`config.mk`:
```
export PLATFORM = sky130hd
export DESIGN_NAME = buffer_pool_allocator_with_quota_flat
export DESIGN_NICKNAME = d
export VERILOG_FILES = /design/src/rtl/core/bpaq_pkg.sv /design/src/rtl/core/bpaq_if.sv /design/src/rtl/core/bpaq_free_stack.sv /design/src/rtl/core/buffer_pool_allocator_with_quota.sv /design/src/flat_wrapper.sv
export VERILOG_INCLUDE_DIRS = /design/src /design/src/rtl/core
export SDC_FILE = /design/constraint.sdc
export NUM_CORES = 1
export LEC_CHECK = 0
export BUFFER_PORTS_ARGS = -buffer_cell sky130_fd_sc_hd__clkbuf_2
export CAP_MARGIN = 10
export CORE_MARGIN = 2
export CORE_UTILIZATION = 42
export CTS_BUF_LIST = sky130_fd_sc_hd__clkbuf_16
export DETAILED_ROUTE_END_ITERATION = 8
export GPL_ROUTABILITY_DRIVEN = 0
export PLACE_DENSITY = 0.67
export SETUP_SLACK_MARGIN = 0.15
export SLEW_MARGIN = 5
export SYNTH_ARGS = -nofsm -noshare
export SYNTH_HDL_FRONTEND = slang
export SYNTH_SLANG_ARGS = --single-unit
```
`constraint.sdc`:
```
create_clock -name clk -period 6.12 [get_ports clk]
set_input_delay 0.918 -clock clk [delete_from_list [all_inputs] [get_ports clk]]
set_output_delay 0.918 -clock clk [all_outputs]
set_load 0.02 [all_outputs]
```
`src/rtl/core/buffer_pool_allocator_with_quota_macros.svh`:
```
// Assertion macros for the buffer pool allocator.
// Used by the top level only; no other dependencies.
`ifndef BUFFER_POOL_ALLOCATOR_WITH_QUOTA_MACROS_SVH
`define BUFFER_POOL_ALLOCATOR_WITH_QUOTA_MACROS_SVH

// Hold cond at every edge out of reset.
`define BPAQ_ASSERT_ALWAYS(label, clk, rst_n, cond, msg) \
  label: assert property (@(posedge clk) disable iff (!rst_n) (cond)) else $error(msg);

// Require cons in the same cycle as ante.
`define BPAQ_ASSERT_IMPL(label, clk, rst_n, ante, cons, msg) \
  label: assert property (@(posedge clk) disable iff (!rst_n) (ante) |-> (cons)) \
    else $error(msg);

// Require cons in the cycle after ante.
`define BPAQ_ASSERT_NEXT(label, clk, rst_n, ante, cons, msg) \
  label: assert property (@(posedge clk) disable iff (!rst_n) (ante) |=> (cons)) \
    else $error(msg);

`endif

```
`src/rtl/core/bpaq_pkg.sv`:
```
// Shared types, codes and constants of the buffer pool allocator.
// No dependencies; compiled first.
package bpaq_pkg;

  localparam int BLOCKS      = 64;
  localparam int IW          = $clog2(BLOCKS);
  localparam int RESERVE_DIV = 5;

  typedef logic          opcode_t;
  typedef logic [1:0]    class_t;
  typedef logic [2:0]    status_t;
  typedef logic [IW-1:0] idx_t;
  typedef logic [6:0]    cnt_t;
  typedef logic [6:0]    ridx_t;
  typedef logic [3:0]    cfg_idx_t;
  typedef logic [6:0]    cfg_data_t;

  localparam opcode_t OP_ALLOC  = 1'b0;
  localparam opcode_t OP_RETURN = 1'b1;

  localparam class_t CLS_RECEIVE = 2'd0;
  localparam class_t CLS_DATA    = 2'd1;
  localparam class_t CLS_CONTROL = 2'd2;

  localparam status_t ST_GRANTED      = 3'd0;
  localparam status_t ST_CAP          = 3'd1;
  localparam status_t ST_WAIT         = 3'd2;
  localparam status_t ST_EMPTY        = 3'd3;
  localparam status_t ST_RETURNED     = 3'd4;
  localparam status_t ST_NULL         = 3'd5;
  localparam status_t ST_BAD_INDEX    = 3'd6;
  localparam status_t ST_ALREADY_FREE = 3'd7;

  localparam cfg_idx_t REG_MAX_OTHER    = 4'd0;
  localparam cfg_idx_t REG_DATA_RESERVE = 4'd1;

  localparam cnt_t CREDIT_MAX        = 7'd127;
  localparam cnt_t RST_DATA_RESERVE  = cnt_t'(BLOCKS / RESERVE_DIV);
  localparam cnt_t RST_MAX_OTHER     = cnt_t'(BLOCKS - BLOCKS / RESERVE_DIV);

  // Free stack command: pop the head for a grant, push a returned block.
  typedef struct packed {
    logic push;
    logic pop;
    idx_t push_idx;
  } stack_cmd_t;

endpackage

```
`src/rtl/core/bpaq_if.sv`:
```
// Valid/ready channel interfaces: request, result and configuration write.
// Depends on bpaq_pkg.
interface bpaq_in_if import bpaq_pkg::*; ();
  logic    valid;
  logic    ready;
  opcode_t opcode;
  class_t  request_class;
  logic    no_block;
  ridx_t   return_index;

  modport source (output valid, opcode, request_class, no_block, return_index,
                  input ready);
  modport sink   (input valid, opcode, request_class, no_block, return_index,
                  output ready);
endinterface

interface bpaq_out_if import bpaq_pkg::*; ();
  logic    valid;
  logic    ready;
  status_t status;
  idx_t    granted_index;
  cnt_t    blocks_in_use;
  cnt_t    other_in_use;

  modport source (output valid, status, granted_index, blocks_in_use, other_in_use,
                  input ready);
  modport sink   (input valid, status, granted_index, blocks_in_use, other_in_use,
                  output ready);
endinterface

interface bpaq_cfg_if import bpaq_pkg::*; ();
  logic      valid;
  logic      ready;
  cfg_idx_t  index;
  cfg_data_t data;

  modport source (output valid, index, data, input ready);
  modport sink   (input valid, index, data, output ready);
endinterface

```
`src/rtl/core/bpaq_free_stack.sv`:
```
// LIFO free list of block indexes: head and next entry in registers, rest in memory.
// Depends on bpaq_pkg.
module bpaq_free_stack import bpaq_pkg::*; (
  input  logic       clk,
  input  logic       rst_n,
  input  stack_cmd_t cmd,
  input  cnt_t       depth,
  output idx_t       top
);

  idx_t top_r;
  idx_t below_r;
  logic below_mem_r;
  idx_t mem_q_r;
  cnt_t lwm_r;
  idx_t mem [BLOCKS];

  idx_t below;
  idx_t wr_pos;
  idx_t rd_pos;
  cnt_t d_m1;
  cnt_t d_m2;

  assign below  = below_mem_r ? mem_q_r : below_r;
  assign d_m1   = depth - cnt_t'(1);
  assign d_m2   = depth - cnt_t'(2);
  assign wr_pos = d_m1[IW-1:0];
  assign rd_pos = idx_t'(depth - cnt_t'(3));
  assign top    = top_r;

  // Old head sinks one slot on a push; on a pop fetch the slot under the new head.
  always_ff @(posedge clk) begin
    if (cmd.push && depth != '0) begin
      mem[wr_pos] <= top_r;
    end
    if (cmd.pop) begin
      mem_q_r <= mem[rd_pos];
    end
  end

  // Slots below the low-water mark were never rewritten and still hold
  // their reset content, BLOCKS-1 minus the slot number.
  always_ff @(posedge clk) begin
    if (!rst_n) begin
      top_r       <= '0;
      below_r     <= idx_t'(1);
      below_mem_r <= 1'b0;
      lwm_r       <= cnt_t'(BLOCKS);
    end else if (cmd.push) begin
      top_r       <= cmd.push_idx;
      below_r     <= top_r;
      below_mem_r <= 1'b0;
    end else if (cmd.pop) begin
      top_r <= below;
      if (d_m2 < lwm_r) begin
        below_r     <= idx_t'(BLOCKS - 1) - rd_pos;
        below_mem_r <= 1'b0;
      end else begin
        below_mem_r <= 1'b1;
      end
      if (d_m1 < lwm_r) begin
        lwm_r <= d_m1;
      end
    end
  end

endmodule

```
`src/rtl/core/buffer_pool_allocator_with_quota.sv`:
```
// Path: an accepted request word is held in the input register; its result word is
// registered in the result register when the input register advances.
// Throughput: one request word per cycle; the input register advances whenever the
// result register is empty or being taken, so only a stalled result slows intake.
// Reset: synchronous, active low; counters, free marks and the free stack head clear
// at once, stack memory needs no clearing pass (a low-water mark covers reset content).
`include "buffer_pool_allocator_with_quota_macros.svh"

module buffer_pool_allocator_with_quota import bpaq_pkg::*; (
  input logic        clk,
  input logic        rst_n,
  bpaq_in_if.sink    in_ch,
  bpaq_out_if.source out_ch,
  bpaq_cfg_if.sink   cfg_ch
);

  // Configuration and pool bookkeeping.
  cnt_t              max_other_r;
  cnt_t              credit_r;
  cnt_t              in_use_r;
  cnt_t              other_cnt_r;
  logic [BLOCKS-1:0] is_free_r;

  cnt_t              credit_nxt;
  cnt_t              in_use_nxt;
  cnt_t              other_cnt_nxt;
  logic [BLOCKS-1:0] is_free_nxt;

  // Class of each held block; undefined until a grant writes it.
  class_t class_mem [BLOCKS];

  // Input register.
  logic    s1_v_r;
  opcode_t s1_op_r;
  class_t  s1_cls_r;
  logic    s1_nob_r;
  ridx_t   s1_ridx_r;
  class_t  s1_bcls_r;

  // Result register.
  logic    out_v_r;
  status_t out_status_r;
  idx_t    out_gidx_r;
  cnt_t    out_used_r;
  cnt_t    out_other_r;

  logic       in_acc;
  logic       adv;
  logic       grant;
  logic       ret;
  logic       do_grant;
  logic       do_ret;
  logic       other_req;
  logic       other_blk;
  status_t    status_nxt;
  idx_t       top_idx;
  idx_t       ridx_blk;
  idx_t       in_blk;
  cnt_t       depth;
  cnt_t       used_dec;
  stack_cmd_t stack_cmd;

  // Handshake: advance the input register into the result register when that
  // slot is empty or drains this cycle.
  assign adv          = s1_v_r && (!out_v_r || out_ch.ready);
  assign in_ch.ready  = !s1_v_r || adv;
  assign in_acc       = in_ch.valid && in_ch.ready;
  assign cfg_ch.ready = 1'b1;

  assign out_ch.valid         = out_v_r;
  assign out_ch.status        = out_status_r;
  assign out_ch.granted_index = out_gidx_r;
  assign out_ch.blocks_in_use = out_used_r;
  assign out_ch.other_in_use  = out_other_r;

  assign depth     = cnt_t'(BLOCKS) - in_use_r;
  assign used_dec  = in_use_r - cnt_t'(1);
  assign ridx_blk  = s1_ridx_r[IW-1:0];
  assign in_blk    = in_ch.return_index[IW-1:0];
  assign other_req = (s1_cls_r == CLS_RECEIVE) || (s1_cls_r == CLS_CONTROL);
  assign other_blk = (s1_bcls_r == CLS_RECEIVE) || (s1_bcls_r == CLS_CONTROL);
  assign do_grant  = adv && grant;
  assign do_ret    = adv && ret;

  // Decide the request: quota or credit first, then an empty pool.
  // A return tests the null reference, then the range, then the free mark.
  always_comb begin
    grant      = 1'b0;
    ret        = 1'b0;
    status_nxt = ST_EMPTY;
    if (s1_op_r == OP_ALLOC) begin
      if (other_req && other_cnt_r >= max_other_r) begin
        status_nxt = ST_CAP;
      end else if (s1_cls_r == CLS_DATA && credit_r == '0) begin
        status_nxt = ST_WAIT;
      end else if (in_use_r >= cnt_t'(BLOCKS)) begin
        status_nxt = ST_EMPTY;
      end else begin
        status_nxt = ST_GRANTED;
        grant      = 1'b1;
      end
    end else begin
      if (s1_nob_r) begin
        status_nxt = ST_NULL;
      end else if (s1_ridx_r >= ridx_t'(BLOCKS)) begin
        status_nxt = ST_BAD_INDEX;
      end else if (is_free_r[ridx_blk]) begin
        status_nxt = ST_ALREADY_FREE;
      end else begin
        status_nxt = ST_RETURNED;
        ret        = 1'b1;
      end
    end
  end

  // Bookkeeping: a grant charges the quota or the credit of its class, a
  // return refunds the class recorded at grant time. The unassigned class
  // touches neither.
  always_comb begin
    in_use_nxt    = in_use_r;
    other_cnt_nxt = other_cnt_r;
    credit_nxt    = credit_r;
    is_free_nxt   = is_free_r;
    if (grant) begin
      in_use_nxt           = in_use_r + cnt_t'(1);
      is_free_nxt[top_idx] = 1'b0;
      if (other_req) begin
        other_cnt_nxt = other_cnt_r + cnt_t'(1);
      end else if (s1_cls_r == CLS_DATA) begin
        credit_nxt = credit_r - cnt_t'(1);
      end
    end
    if (ret) begin
      is_free_nxt[ridx_blk] = 1'b1;
      if (in_use_r != '0) begin
        in_use_nxt = in_use_r - cnt_t'(1);
      end
      if (other_blk) begin
        if (other_cnt_r != '0) begin
          other_cnt_nxt = other_cnt_r - cnt_t'(1);
        end
      end else if (s1_bcls_r == CLS_DATA) begin
        // Saturate: a reload can leave the credit near the top.
        if (credit_r != CREDIT_MAX) begin
          credit_nxt = credit_r + cnt_t'(1);
        end
      end
    end
  end

  assign stack_cmd.push     = do_ret;
  assign stack_cmd.pop      = do_grant;
  assign stack_cmd.push_idx = ridx_blk;

  bpaq_free_stack u_stack (
    .clk   (clk),
    .rst_n (rst_n),
    .cmd   (stack_cmd),
    .depth (depth),
    .top   (top_idx)
  );

  // Class memory: write on grant, read the returned block at accept. Forward
  // the class being written when the incoming word returns that same block.
  always_ff @(posedge clk) begin
    if (do_grant) begin
      class_mem[top_idx] <= s1_cls_r;
    end
    if (in_acc) begin
      if (do_grant && top_idx == in_blk) begin
        s1_bcls_r <= s1_cls_r;
      end else begin
        s1_bcls_r <= class_mem[in_blk];
      end
    end
  end

  // Input register payload.
  always_ff @(posedge clk) begin
    if (in_acc) begin
      s1_op_r   <= in_ch.opcode;
      s1_cls_r  <= in_ch.request_class;
      s1_nob_r  <= in_ch.no_block;
      s1_ridx_r <= in_ch.return_index;
    end
  end

  // Result register payload.
  always_ff @(posedge clk) begin
    if (adv) begin
      out_status_r <= status_nxt;
      out_gidx_r   <= grant ? top_idx : '0;
      out_used_r   <= in_use_nxt;
      out_other_r  <= other_cnt_nxt;
    end
  end

  // Valid flags.
  always_ff @(posedge clk) begin
    if (!rst_n) begin
      s1_v_r  <= 1'b0;
      out_v_r <= 1'b0;
    end else begin
      if (in_acc) begin
        s1_v_r <= 1'b1;
      end else if (adv) begin
        s1_v_r <= 1'b0;
      end
      if (adv) begin
        out_v_r <= 1'b1;
      end else if (out_ch.ready) begin
        out_v_r <= 1'b0;
      end
    end
  end

  // Counters, free marks and registers. Writes to the reserve register reload the
  // credit; the user must send them only while the block is idle, it does not check.
  always_ff @(posedge clk) begin
    if (!rst_n) begin
      max_other_r <= RST_MAX_OTHER;
      credit_r    <= RST_DATA_RESERVE;
      in_use_r    <= '0;
      other_cnt_r <= '0;
      is_free_r   <= '1;
    end else begin
      if (adv) begin
        in_use_r    <= in_use_nxt;
        other_cnt_r <= other_cnt_nxt;
        is_free_r   <= is_free_nxt;
        credit_r    <= credit_nxt;
      end
      if (cfg_ch.valid) begin
        case (cfg_ch.index)
          REG_MAX_OTHER:    max_other_r <= cfg_ch.data;
          REG_DATA_RESERVE: credit_r    <= cfg_ch.data;
          default:          ;
        endcase
      end
    end
  end

  // Receive and control blocks are a subset of the blocks in use.
  `BPAQ_ASSERT_ALWAYS(a_other_le_used, clk, rst_n, other_cnt_r <= in_use_r, "other > in use")
  // The stack head must be a free block whenever it is granted.
  `BPAQ_ASSERT_IMPL(a_grant_free, clk, rst_n, do_grant, is_free_r[top_idx], "grant not free")
  // A good return drops the in-use count by one.
  `BPAQ_ASSERT_NEXT(a_ret_count, clk, rst_n, do_ret, in_use_r == $past(used_dec), "bad release")

endmodule

```
`src/flat_wrapper.sv`:
```
// flat-port wrapper written by rule: the top's interface ports become plain ports
module buffer_pool_allocator_with_quota_flat import bpaq_pkg::*;
  (clk, rst_n, in_ch_valid, in_ch_opcode, in_ch_request_class, in_ch_no_block, in_ch_return_index, in_ch_ready, out_ch_valid, out_ch_status, out_ch_granted_index, out_ch_blocks_in_use, out_ch_other_in_use, out_ch_ready, cfg_ch_valid, cfg_ch_index, cfg_ch_data, cfg_ch_ready);
  bpaq_in_if in_ch_i ();
  bpaq_out_if out_ch_i ();
  bpaq_cfg_if cfg_ch_i ();
  input logic clk;
  input logic rst_n;
  input wire logic [$bits(in_ch_i.valid)-1:0] in_ch_valid;
  input wire logic [$bits(in_ch_i.opcode)-1:0] in_ch_opcode;
  input wire logic [$bits(in_ch_i.request_class)-1:0] in_ch_request_class;
  input wire logic [$bits(in_ch_i.no_block)-1:0] in_ch_no_block;
  input wire logic [$bits(in_ch_i.return_index)-1:0] in_ch_return_index;
  output wire logic [$bits(in_ch_i.ready)-1:0] in_ch_ready;
  output wire logic [$bits(out_ch_i.valid)-1:0] out_ch_valid;
  output wire logic [$bits(out_ch_i.status)-1:0] out_ch_status;
  output wire logic [$bits(out_ch_i.granted_index)-1:0] out_ch_granted_index;
  output wire logic [$bits(out_ch_i.blocks_in_use)-1:0] out_ch_blocks_in_use;
  output wire logic [$bits(out_ch_i.other_in_use)-1:0] out_ch_other_in_use;
  input wire logic [$bits(out_ch_i.ready)-1:0] out_ch_ready;
  input wire logic [$bits(cfg_ch_i.valid)-1:0] cfg_ch_valid;
  input wire logic [$bits(cfg_ch_i.index)-1:0] cfg_ch_index;
  input wire logic [$bits(cfg_ch_i.data)-1:0] cfg_ch_data;
  output wire logic [$bits(cfg_ch_i.ready)-1:0] cfg_ch_ready;
  assign in_ch_i.valid = in_ch_valid;
  assign in_ch_i.opcode = in_ch_opcode;
  assign in_ch_i.request_class = in_ch_request_class;
  assign in_ch_i.no_block = in_ch_no_block;
  assign in_ch_i.return_index = in_ch_return_index;
  assign in_ch_ready = in_ch_i.ready;
  assign out_ch_valid = out_ch_i.valid;
  assign out_ch_status = out_ch_i.status;
  assign out_ch_granted_index = out_ch_i.granted_index;
  assign out_ch_blocks_in_use = out_ch_i.blocks_in_use;
  assign out_ch_other_in_use = out_ch_i.other_in_use;
  assign out_ch_i.ready = out_ch_ready;
  assign cfg_ch_i.valid = cfg_ch_valid;
  assign cfg_ch_i.index = cfg_ch_index;
  assign cfg_ch_i.data = cfg_ch_data;
  assign cfg_ch_ready = cfg_ch_i.ready;
  buffer_pool_allocator_with_quota u_core (.clk(clk), .rst_n(rst_n), .in_ch(in_ch_i), .out_ch(out_ch_i), .cfg_ch(cfg_ch_i));
endmodule
```
Word-level counts from Yosys, hierarchy flattened
Memory sizes are Yosys's and may differ from the RTL's. A register that Yosys moved wholly into a read port is not among the register bits.
Index checks and enable logic that the tools add are counted.
{"block": "totals", "regBits": 148, "word_cells": 138, "mem_bits_rw": 512, "inputBits": 27, "memories": 2}
{"memory": "u_core.u_stack.mem", "words": 64, "width": 6, "rd": 1, "rd_clocked_by_memory_dff": 1, "write_ports": 1, "line": "bpaq_free_stack.sv:16", "rtl": "idx_t mem [BLOCKS];"}
{"memory": "u_core.class_mem", "words": 64, "width": 2, "rd": 1, "rd_clocked_by_memory_dff": 1, "write_ports": 1, "line": "buffer_pool_allocator_with_quota.sv:30", "rtl": "class_t class_mem [BLOCKS];"}
{"block": "op_classes", "bitwise_logic": 5, "addsub": 11, "eq_ne": 6, "n_lt_le_gt_ge": 9, "n_mux": 56, "n_reduce_logical": 30}
{"op": "two-way mux 64 bit", "n": 2}
{"op": "two-way mux 7 bit", "n": 18}
{"op": "AND 64 bit", "n": 1}
{"op": "inverter 64 bit", "n": 1}
{"op": "bitwise OR 64 bit", "n": 1}
{"op": "two-way mux 6 bit", "n": 6}
{"op": "subtractor 7 x 1 -> 7 bit (second input constant)", "n": 4}
{"op": "adder 7 x 1 -> 7 bit (second input constant)", "n": 3}
{"op": "nonzero test 7 bit", "n": 3}
{"op": "two-way mux 1 bit", "n": 20}
{"op": "two-way mux 3 bit", "n": 5}
{"op": ">= comparator 7 bit (second input constant)", "n": 2}
{"op": "< comparator 6 x 7 -> 1 bit (second input constant)", "n": 2}
{"op": "< comparator 7 bit", "n": 2}
{"op": "demux 1 bit (select 6 bit)", "n": 2}
{"op": ">= comparator 6 x 1 -> 1 bit (second input constant)", "n": 2}
{"op": "logical AND 1 bit", "n": 9}
{"op": "nonzero test 2 bit", "n": 4}
{"op": ">= comparator 7 bit", "n": 1}
{"op": "logical NOT 7 bit", "n": 1}
{"op": "!= test 7 bit (second input constant)", "n": 1}
{"op": "subtractor 7 x 2 -> 7 bit (second input constant)", "n": 1}
{"op": "subtractor 7 bit (first input constant)", "n": 1}
{"op": "binary-select mux 1 bit (select 6 bit)", "n": 1}
{"op": "14 further kinds", "n": 24}

Depth between registers and ports, before layout
{"block": "depth", "ltp_word": 13, "ltp_mapped": 21, "mapped_depth_nobuf": 13}

Hierarchy
A second synthesis with hierarchy kept.
{"block": "unflattened", "cells_unflattened": 1836, "hier_area_um2": 28588.7}
{"mod": "bpaq_free_stack", "area_each_um2": 16593.4, "cells_each": 826, "n_inst": 1, "seq_area_each_um2": 12111.6}
{"mod": "buffer_pool_allocator_with_quota", "area_each_um2": 11995.3, "cells_each": 1010, "n_inst": 1, "seq_area_each_um2": 6806.5}

Worst setup path after synthesis
OpenSTA, ideal clock, no wires.
{"block": "synth_path", "kind": "flip-flop to flip-flop", "from": "register u_core.in_use_r[0]", "to": "register u_core.u_stack.lwm_r[4]", "path_slack_ps": 291, "n_path_buf": 7, "setup_ps": 128, "stages_incl_launch_ff": 21, "arrival_time_ps": 5701, "path_cell_list": "dfxtp_1 > buf_1 > clkbuf_1 > buf_1 > inv_1 > ha_1 > clkbuf_1 > clkbuf_1 > buf_1 > clkbuf_1 > inv_1 > ha_1 > a21boi_0 > xor2_1 > ha_1 > o21a_1 > o21ai_0 > a21oi_1 > nor3_2 > mux2i_1 > nor2_1"}
{"block": "synth_via", "word_cells_on_any_way": 10}
{"item": "from (decl)", "line": "buffer_pool_allocator_with_quota.sv:20", "rtl": "cnt_t in_use_r;"}
{"item": "from (signal assigned)", "line": "buffer_pool_allocator_with_quota.sv:228", "rtl": "in_use_r <= in_use_nxt;"}
{"item": "subtractor 7 bit", "line": "buffer_pool_allocator_with_quota.sv:76", "rtl": "assign depth = cnt_t'(BLOCKS) - in_use_r;"}
{"item": "subtractor 7 x 1 -> 7 bit", "line": "bpaq_free_stack.sv:25", "rtl": "assign d_m1 = depth - cnt_t'(1);"}
{"item": "via u_core.u_stack.d_m1[0]", "line": "bpaq_free_stack.sv:21", "rtl": "cnt_t d_m1;"}
{"item": "< comparator 7 bit", "line": "bpaq_free_stack.sv:61", "rtl": "if (d_m1 < lwm_r) begin"}
{"item": "AND reduction 3 bit (no line)"}
{"item": "to (signal assigned)", "line": "bpaq_free_stack.sv:48", "rtl": "lwm_r <= cnt_t'(BLOCKS);"}
{"item": "to (signal assigned)", "line": "bpaq_free_stack.sv:62", "rtl": "lwm_r <= d_m1;"}
{"item": "to (decl)", "line": "bpaq_free_stack.sv:15", "rtl": "cnt_t lwm_r;"}
The timed path passes the listed nets, and every way through them passes these cells.
A chain may end at the register's enable or synchronous reset.

Worst setup path after layout
{"block": "layout_path", "from": "register u_core.s1_ridx_r[2]", "to": "memory u_core.u_stack.mem[2][5] (netlist name), enable pin"}
{"block": "layout_via", "elab_chain_len": 10, "word_cells_on_any_way": 11}
{"item": "from (decl)", "line": "buffer_pool_allocator_with_quota.sv:37", "rtl": "ridx_t s1_ridx_r;"}
{"item": "from (signal assigned)", "line": "buffer_pool_allocator_with_quota.sv:184", "rtl": "s1_ridx_r <= in_ch.return_index;"}
{"item": "binary-select mux 1 bit (select 6 bit)", "line": "buffer_pool_allocator_with_quota.sv:107", "rtl": "end else if (is_free_r[ridx_blk]) begin"}
{"item": "two-way mux 1 bit (not written as such)", "line": "buffer_pool_allocator_with_quota.sv:107"}
{"item": "two-way mux 1 bit", "line": "buffer_pool_allocator_with_quota.sv:107"}
{"item": "two-way mux 1 bit (*)", "line": "buffer_pool_allocator_with_quota.sv:105", "rtl": "end else if (s1_ridx_r >= ridx_t'(BLOCKS)) begin"}
{"item": "two-way mux 1 bit (*)", "line": "buffer_pool_allocator_with_quota.sv:103", "rtl": "if (s1_nob_r) begin"}
{"item": "two-way mux 1 bit (*)", "line": "buffer_pool_allocator_with_quota.sv:91", "rtl": "if (s1_op_r == OP_ALLOC) begin"}
{"item": "logical AND 1 bit (*)", "line": "buffer_pool_allocator_with_quota.sv:83", "rtl": "assign do_ret = adv && ret;"}
{"item": "logical AND 1 bit (*)", "line": "bpaq_free_stack.sv:33", "rtl": "if (cmd.push && depth != '0) begin"}
{"item": "two-way mux 1 bit (*)", "line": "bpaq_free_stack.sv:33"}
{"item": "two-way mux 1 bit (not written as such) (*)", "line": "bpaq_free_stack.sv:34", "rtl": "mem[wr_pos] <= top_r;"}
{"item": "to (decl)", "line": "bpaq_free_stack.sv:16"}
Mark *: on every way between the ends. The rest lies on a longest branch, timed or not. The select of a mux whose other input is x is not followed.

==> reports/metrics.csv <==
stage;metric;value;unit
drt;postRouteAntennaNets;0;
final_layout;antenna_cells;0;
synth;synth_compound_area_frac;0.0796;
setup_path;startpoint;u_core.s1_ridx_r[2]$_DFFE_PP_;
drt;post_drt_wl_per_cell;23.6;um
placement;portBuffers;51;
cts;clock_latency;0.62;ns
floorplan;die_h;265;um
setup_path;ff2ff_path_depth;10;
synth;synth.ff_latch_count;668;
setup_path;timing.rr.end;u_core.u_stack.mem[2][5]$_DFFE_PP_;
final_layout;final_layout_size_suffix_gt1_frac;0.188;
synth;synth_edf_count;554;
sta;min_period;4.83;ns
setup_path;endpoint_kind;register;
sta;slew_headroom;0.242;
setup_path;critPathMaxFanout;26;
synth;postSynthAreaPerCell;15.0;um^2
sta;setup_viol;0;
pwr;p_per_area;303;nW/um^2
cts;clk_transition_reported_paths;0.06;ns
floorplan;core_area;67300;um^2
pwr;irDropWorstVdd;0.176;mV
sta;clock.fmax;207;MHz
sta;tns;0;ns
sta;period_share;0.789;
final_layout;syn2layout_area_growth;11.6;%
cts;cts_tree;yes;
synth;yosys-top-cells-area;edfxtp_1, mux4_2, dfxtp_1, nor2_1, mux2i_1;
synth;synth_top_area_frac;0.582;
drt;drcViolationCount;0;
worst_hold_path;hold_path_depth;2;
sta;finalClockSkew;0.0259;ns
grt;overflow;0;
sta;tightest_slew;1.13;ns
grt;grt_first_pass_wirelength;104;mm
floorplan;initial_core_util;0.425;
cts;cts_num_sinks;668;
pwr;seqPwrFrac;0.512;
synth;yosys.area_share.adder;0.0131;
cts;postCtsSetupRepairBufs;0;
worst_hold_path;hold_class;reg -> reg;
synth;synthFlopType;edfxtp_1;
pwr;power;9.68;mW
setup_path;cp_data_arrival_time;5.06;ns
pwr;clkPwrFrac;0.417;
final_layout;design_area;31900;um^2
setup_path;criticalPathCategory;reg -> reg;
synth;ys_seq_area_frac;0.661;
placement;dpl.hpwl;40.4;mm
floorplan;die_w;265;um
grt;first_global_vias;17437;
sta;slew_viol_final;0;
setup_path;start_kind;register;
setup_path;crit_required;6.35;ns
pwr;p_comb_frac;0.071;
cts;cts-root-buf;clkbuf_16;
synth;syn_nets;1960;
synth;synth.most_common_cell;edfxtp_1;
pwr;leakage;10.2;nW
setup_path;crit_end;u_core.u_stack.mem[2][5]$_DFFE_PP_;
synth;synth-xor-area-share;0.0107;
setup_path;r2r_slack;1.29;ns
grt;track_usage;0.193;
cts;hold_buffers;0;
setup_path;r2r_start;u_core.s1_ridx_r[2]$_DFFE_PP_;
cts;cts-resized-gates;0;
pwr;switching_share;0.232;
status;status;finished clean;
floorplan;boundaryPins;53;
sta;finalHoldViolCount;0;
drt;drtIter0Drc;1676;
synth;syn-cell-area;28600;um^2
cts;clockBufferDepth;3;
cts;htreeDepth;3;
synth;synth_top_family_by_area;multiplexers;
drt;vias;16932;
pwr;intPower;7.44;mW
final_layout;final_nets;1982;
synth;ys.warnings.count;0;
drt;dr.pass1.iters;5;
pwr;power.switching;2.24;mW
flow_run;cap_violations;0;
grt;antenna_found_initial;0;
drt;avgViaCountPerCell;5.93;
synth;synthTopCellsByCount;edfxtp_1, nor2_1, mux4_2;
synth;synth_cell_types;73;
synth;async_flop_share;0;
final_layout;n_fill_cell;5674;
cts;cts_buffers;71;
synth;synthSimpleGateAreaFrac;0.0782;
drt;drt_wl_total;67.2;mm
floorplan;dieArea;70200;um^2
sta;rsz0062_at_grt;no;
floorplan;rows;95;
synth;synth_area_leader_cell;edfxtp_1;
synth;synthesis.instances;1903;
grt;grt_start_max_net_pins;75;
synth;synthMuxAreaShare;0.133;
placement;placed_area;29700;um^2
kinds of logic (layout without fill, tap and decap cells):
family,Yosys count,count (layout)
xor gates and xnor gates,35,35
AOI/OAI and AO/OA,332,332
adders and majority gates,30,30
other,1,1
muxes,207,207
buffers and inverters,169,248
DFF,668,668
and+or+nand+nor,461,461
worst max-delay path, cell delays in order (launching register included):
cell and delay (ns):
edfxtp_1 0.78, inv_1 0.45, a221oi_2 0.29, nor2_1 0.06
o311a_1 0.35, nor4_2 0.34, buf_4 0.28, nand3_1 0.11
buf_4 0.23, or3_1 0.66, nor3_1 0.87
worst min path at each step:
stage	start	endpoint	slack, ns
3_3_place_gp	u_core.u_stack.below_r[1]$_SDFFE_PN0P_	u_core.u_stack.below_r[1]$_SDFFE_PN0P_	0.46
6_report	u_core.u_stack.below_r[0]$_SDFFE_PN1P_	u_core.u_stack.below_r[0]$_SDFFE_PN1P_	0.47
2_1_floorplan	u_core.u_stack.below_r[0]$_SDFFE_PN1P_	u_core.u_stack.below_r[0]$_SDFFE_PN1P_	0.44
5_1_grt	in_ch_opcode	u_core.s1_op_r$_DFFE_PP_	0.46
4_1_cts	in_ch_request_class[1]	u_core.s1_cls_r[1]$_DFFE_PP_	0.45
3_5_place_dp	u_core.u_stack.below_r[0]$_SDFFE_PN1P_	u_core.u_stack.below_r[0]$_SDFFE_PN1P_	0.46
power by group through the flow:
stage | combinational, mW | sequential (mW) | clock [mW]
6_report | 0.689 | 4.96 | 4.04
5_1_grt | 0.742 | 4.96 | 4.28
4_1_cts | 0.688 | 4.96 | 4.11
3_5_place_dp | 0.686 | 5.05 | 0
3_3_place_gp | 0.673 | 5.05 | 0
2_1_floorplan | 0.451 | 5.07 | 0
area by class of cell:
| type | count | area [um^2] | area share |
|---|---|---|---|
| clock buffers | 71 | 1780 | 0.0557 |
| well taps | 873 | 1090 | 0.0342 |
| inverters | 32 | 120 | 0.00376 |
| clock inverters | 59 | 420 | 0.0132 |
| flip-flops and latches | 668 | 18900 | 0.593 |
| repair buffers | 86 | 518 | 0.0162 |
| multi-input cells | 1066 | 9060 | 0.284 |
layout by cell type, fill, tap and decap left out, types with 6 or more instances in the layout:
| master | count |
|---|---|
| buf_4 | 35 |
| a21oi_1 | 34 |
| edfxtp_1 | 554 |
| xnor2_1 | 16 |
| nand3b_1 | 8 |
| a31o_2 | 8 |
| mux4_2 | 138 |
| a211oi_1 | 36 |
| nand4_1 | 19 |
| clkbuf_16 | 71 |
| a221oi_1 | 9 |
| o211ai_1 | 62 |
| o21ai_0 | 91 |
| nand3_1 | 36 |
| and3_1 | 11 |
| clkinv_2 | 16 |
| a211o_1 | 7 |
| mux2_2 | 9 |
| nor2b_1 | 27 |
| clkinv_1 | 15 |
| ha_1 | 29 |
| dfxtp_1 | 107 |
| nand2_1 | 87 |
| nor3_1 | 28 |
| mux2i_1 | 60 |
| nor2_1 | 162 |
| o311ai_0 | 8 |
| and2_1 | 12 |
| dfxtp_2 | 6 |
| o22ai_1 | 6 |
| a21o_1 | 6 |
| a31oi_1 | 12 |
| or3_1 | 28 |
| clkbuf_2 | 50 |
| xor2_1 | 16 |
| inv_1 | 44 |
| nand2b_1 | 18 |
metrics by stage:
| step | hold slack [ns] | instances | utilization | setup slack, ns |
|---|---|---|---|---|
| 2_1_floorplan | 0.435 | 1903 | - | 0.291 |
| 3_3_place_gp | 0.459 | 2725 | 0.442 | 1.62 |
| 3_5_place_dp | 0.461 | 2725 | 0.442 | 1.42 |
| 4_1_cts | 0.450 | 2855 | 0.474 | 1.31 |
| 5_1_grt | 0.462 | 2855 | 0.474 | 1.03 |
| 6_report | 0.468 | 2855 | 0.474 | 1.29 |
state kept, by name (all words and copies together), names as in the netlist, 7 cells and up:
register / count
u_core.class_mem: 128
u_core.credit_r: 7
u_core.in_use_r: 7
u_core.is_free_r: 64
u_core.max_other_r: 7
u_core.other_cnt_r: 7
u_core.out_ch.blocks_in_use: 7
u_core.out_ch.other_in_use: 7
u_core.s1_ridx_r: 7
u_core.u_stack.lwm_r: 7
u_core.u_stack.mem: 384
metal layers:
metal	vias to the layer above	wire length (um)	GRT usage	share of wire
met3	124	5100	0.0418	0.076
met4	0	1810	0.0647	0.027
met2	686	32000	0.312	0.48
met1	8601	28400	0.259	0.42
li1	7521	-	-	-
met5	-	0	0	0
Power figures use the tool's default switching activity.
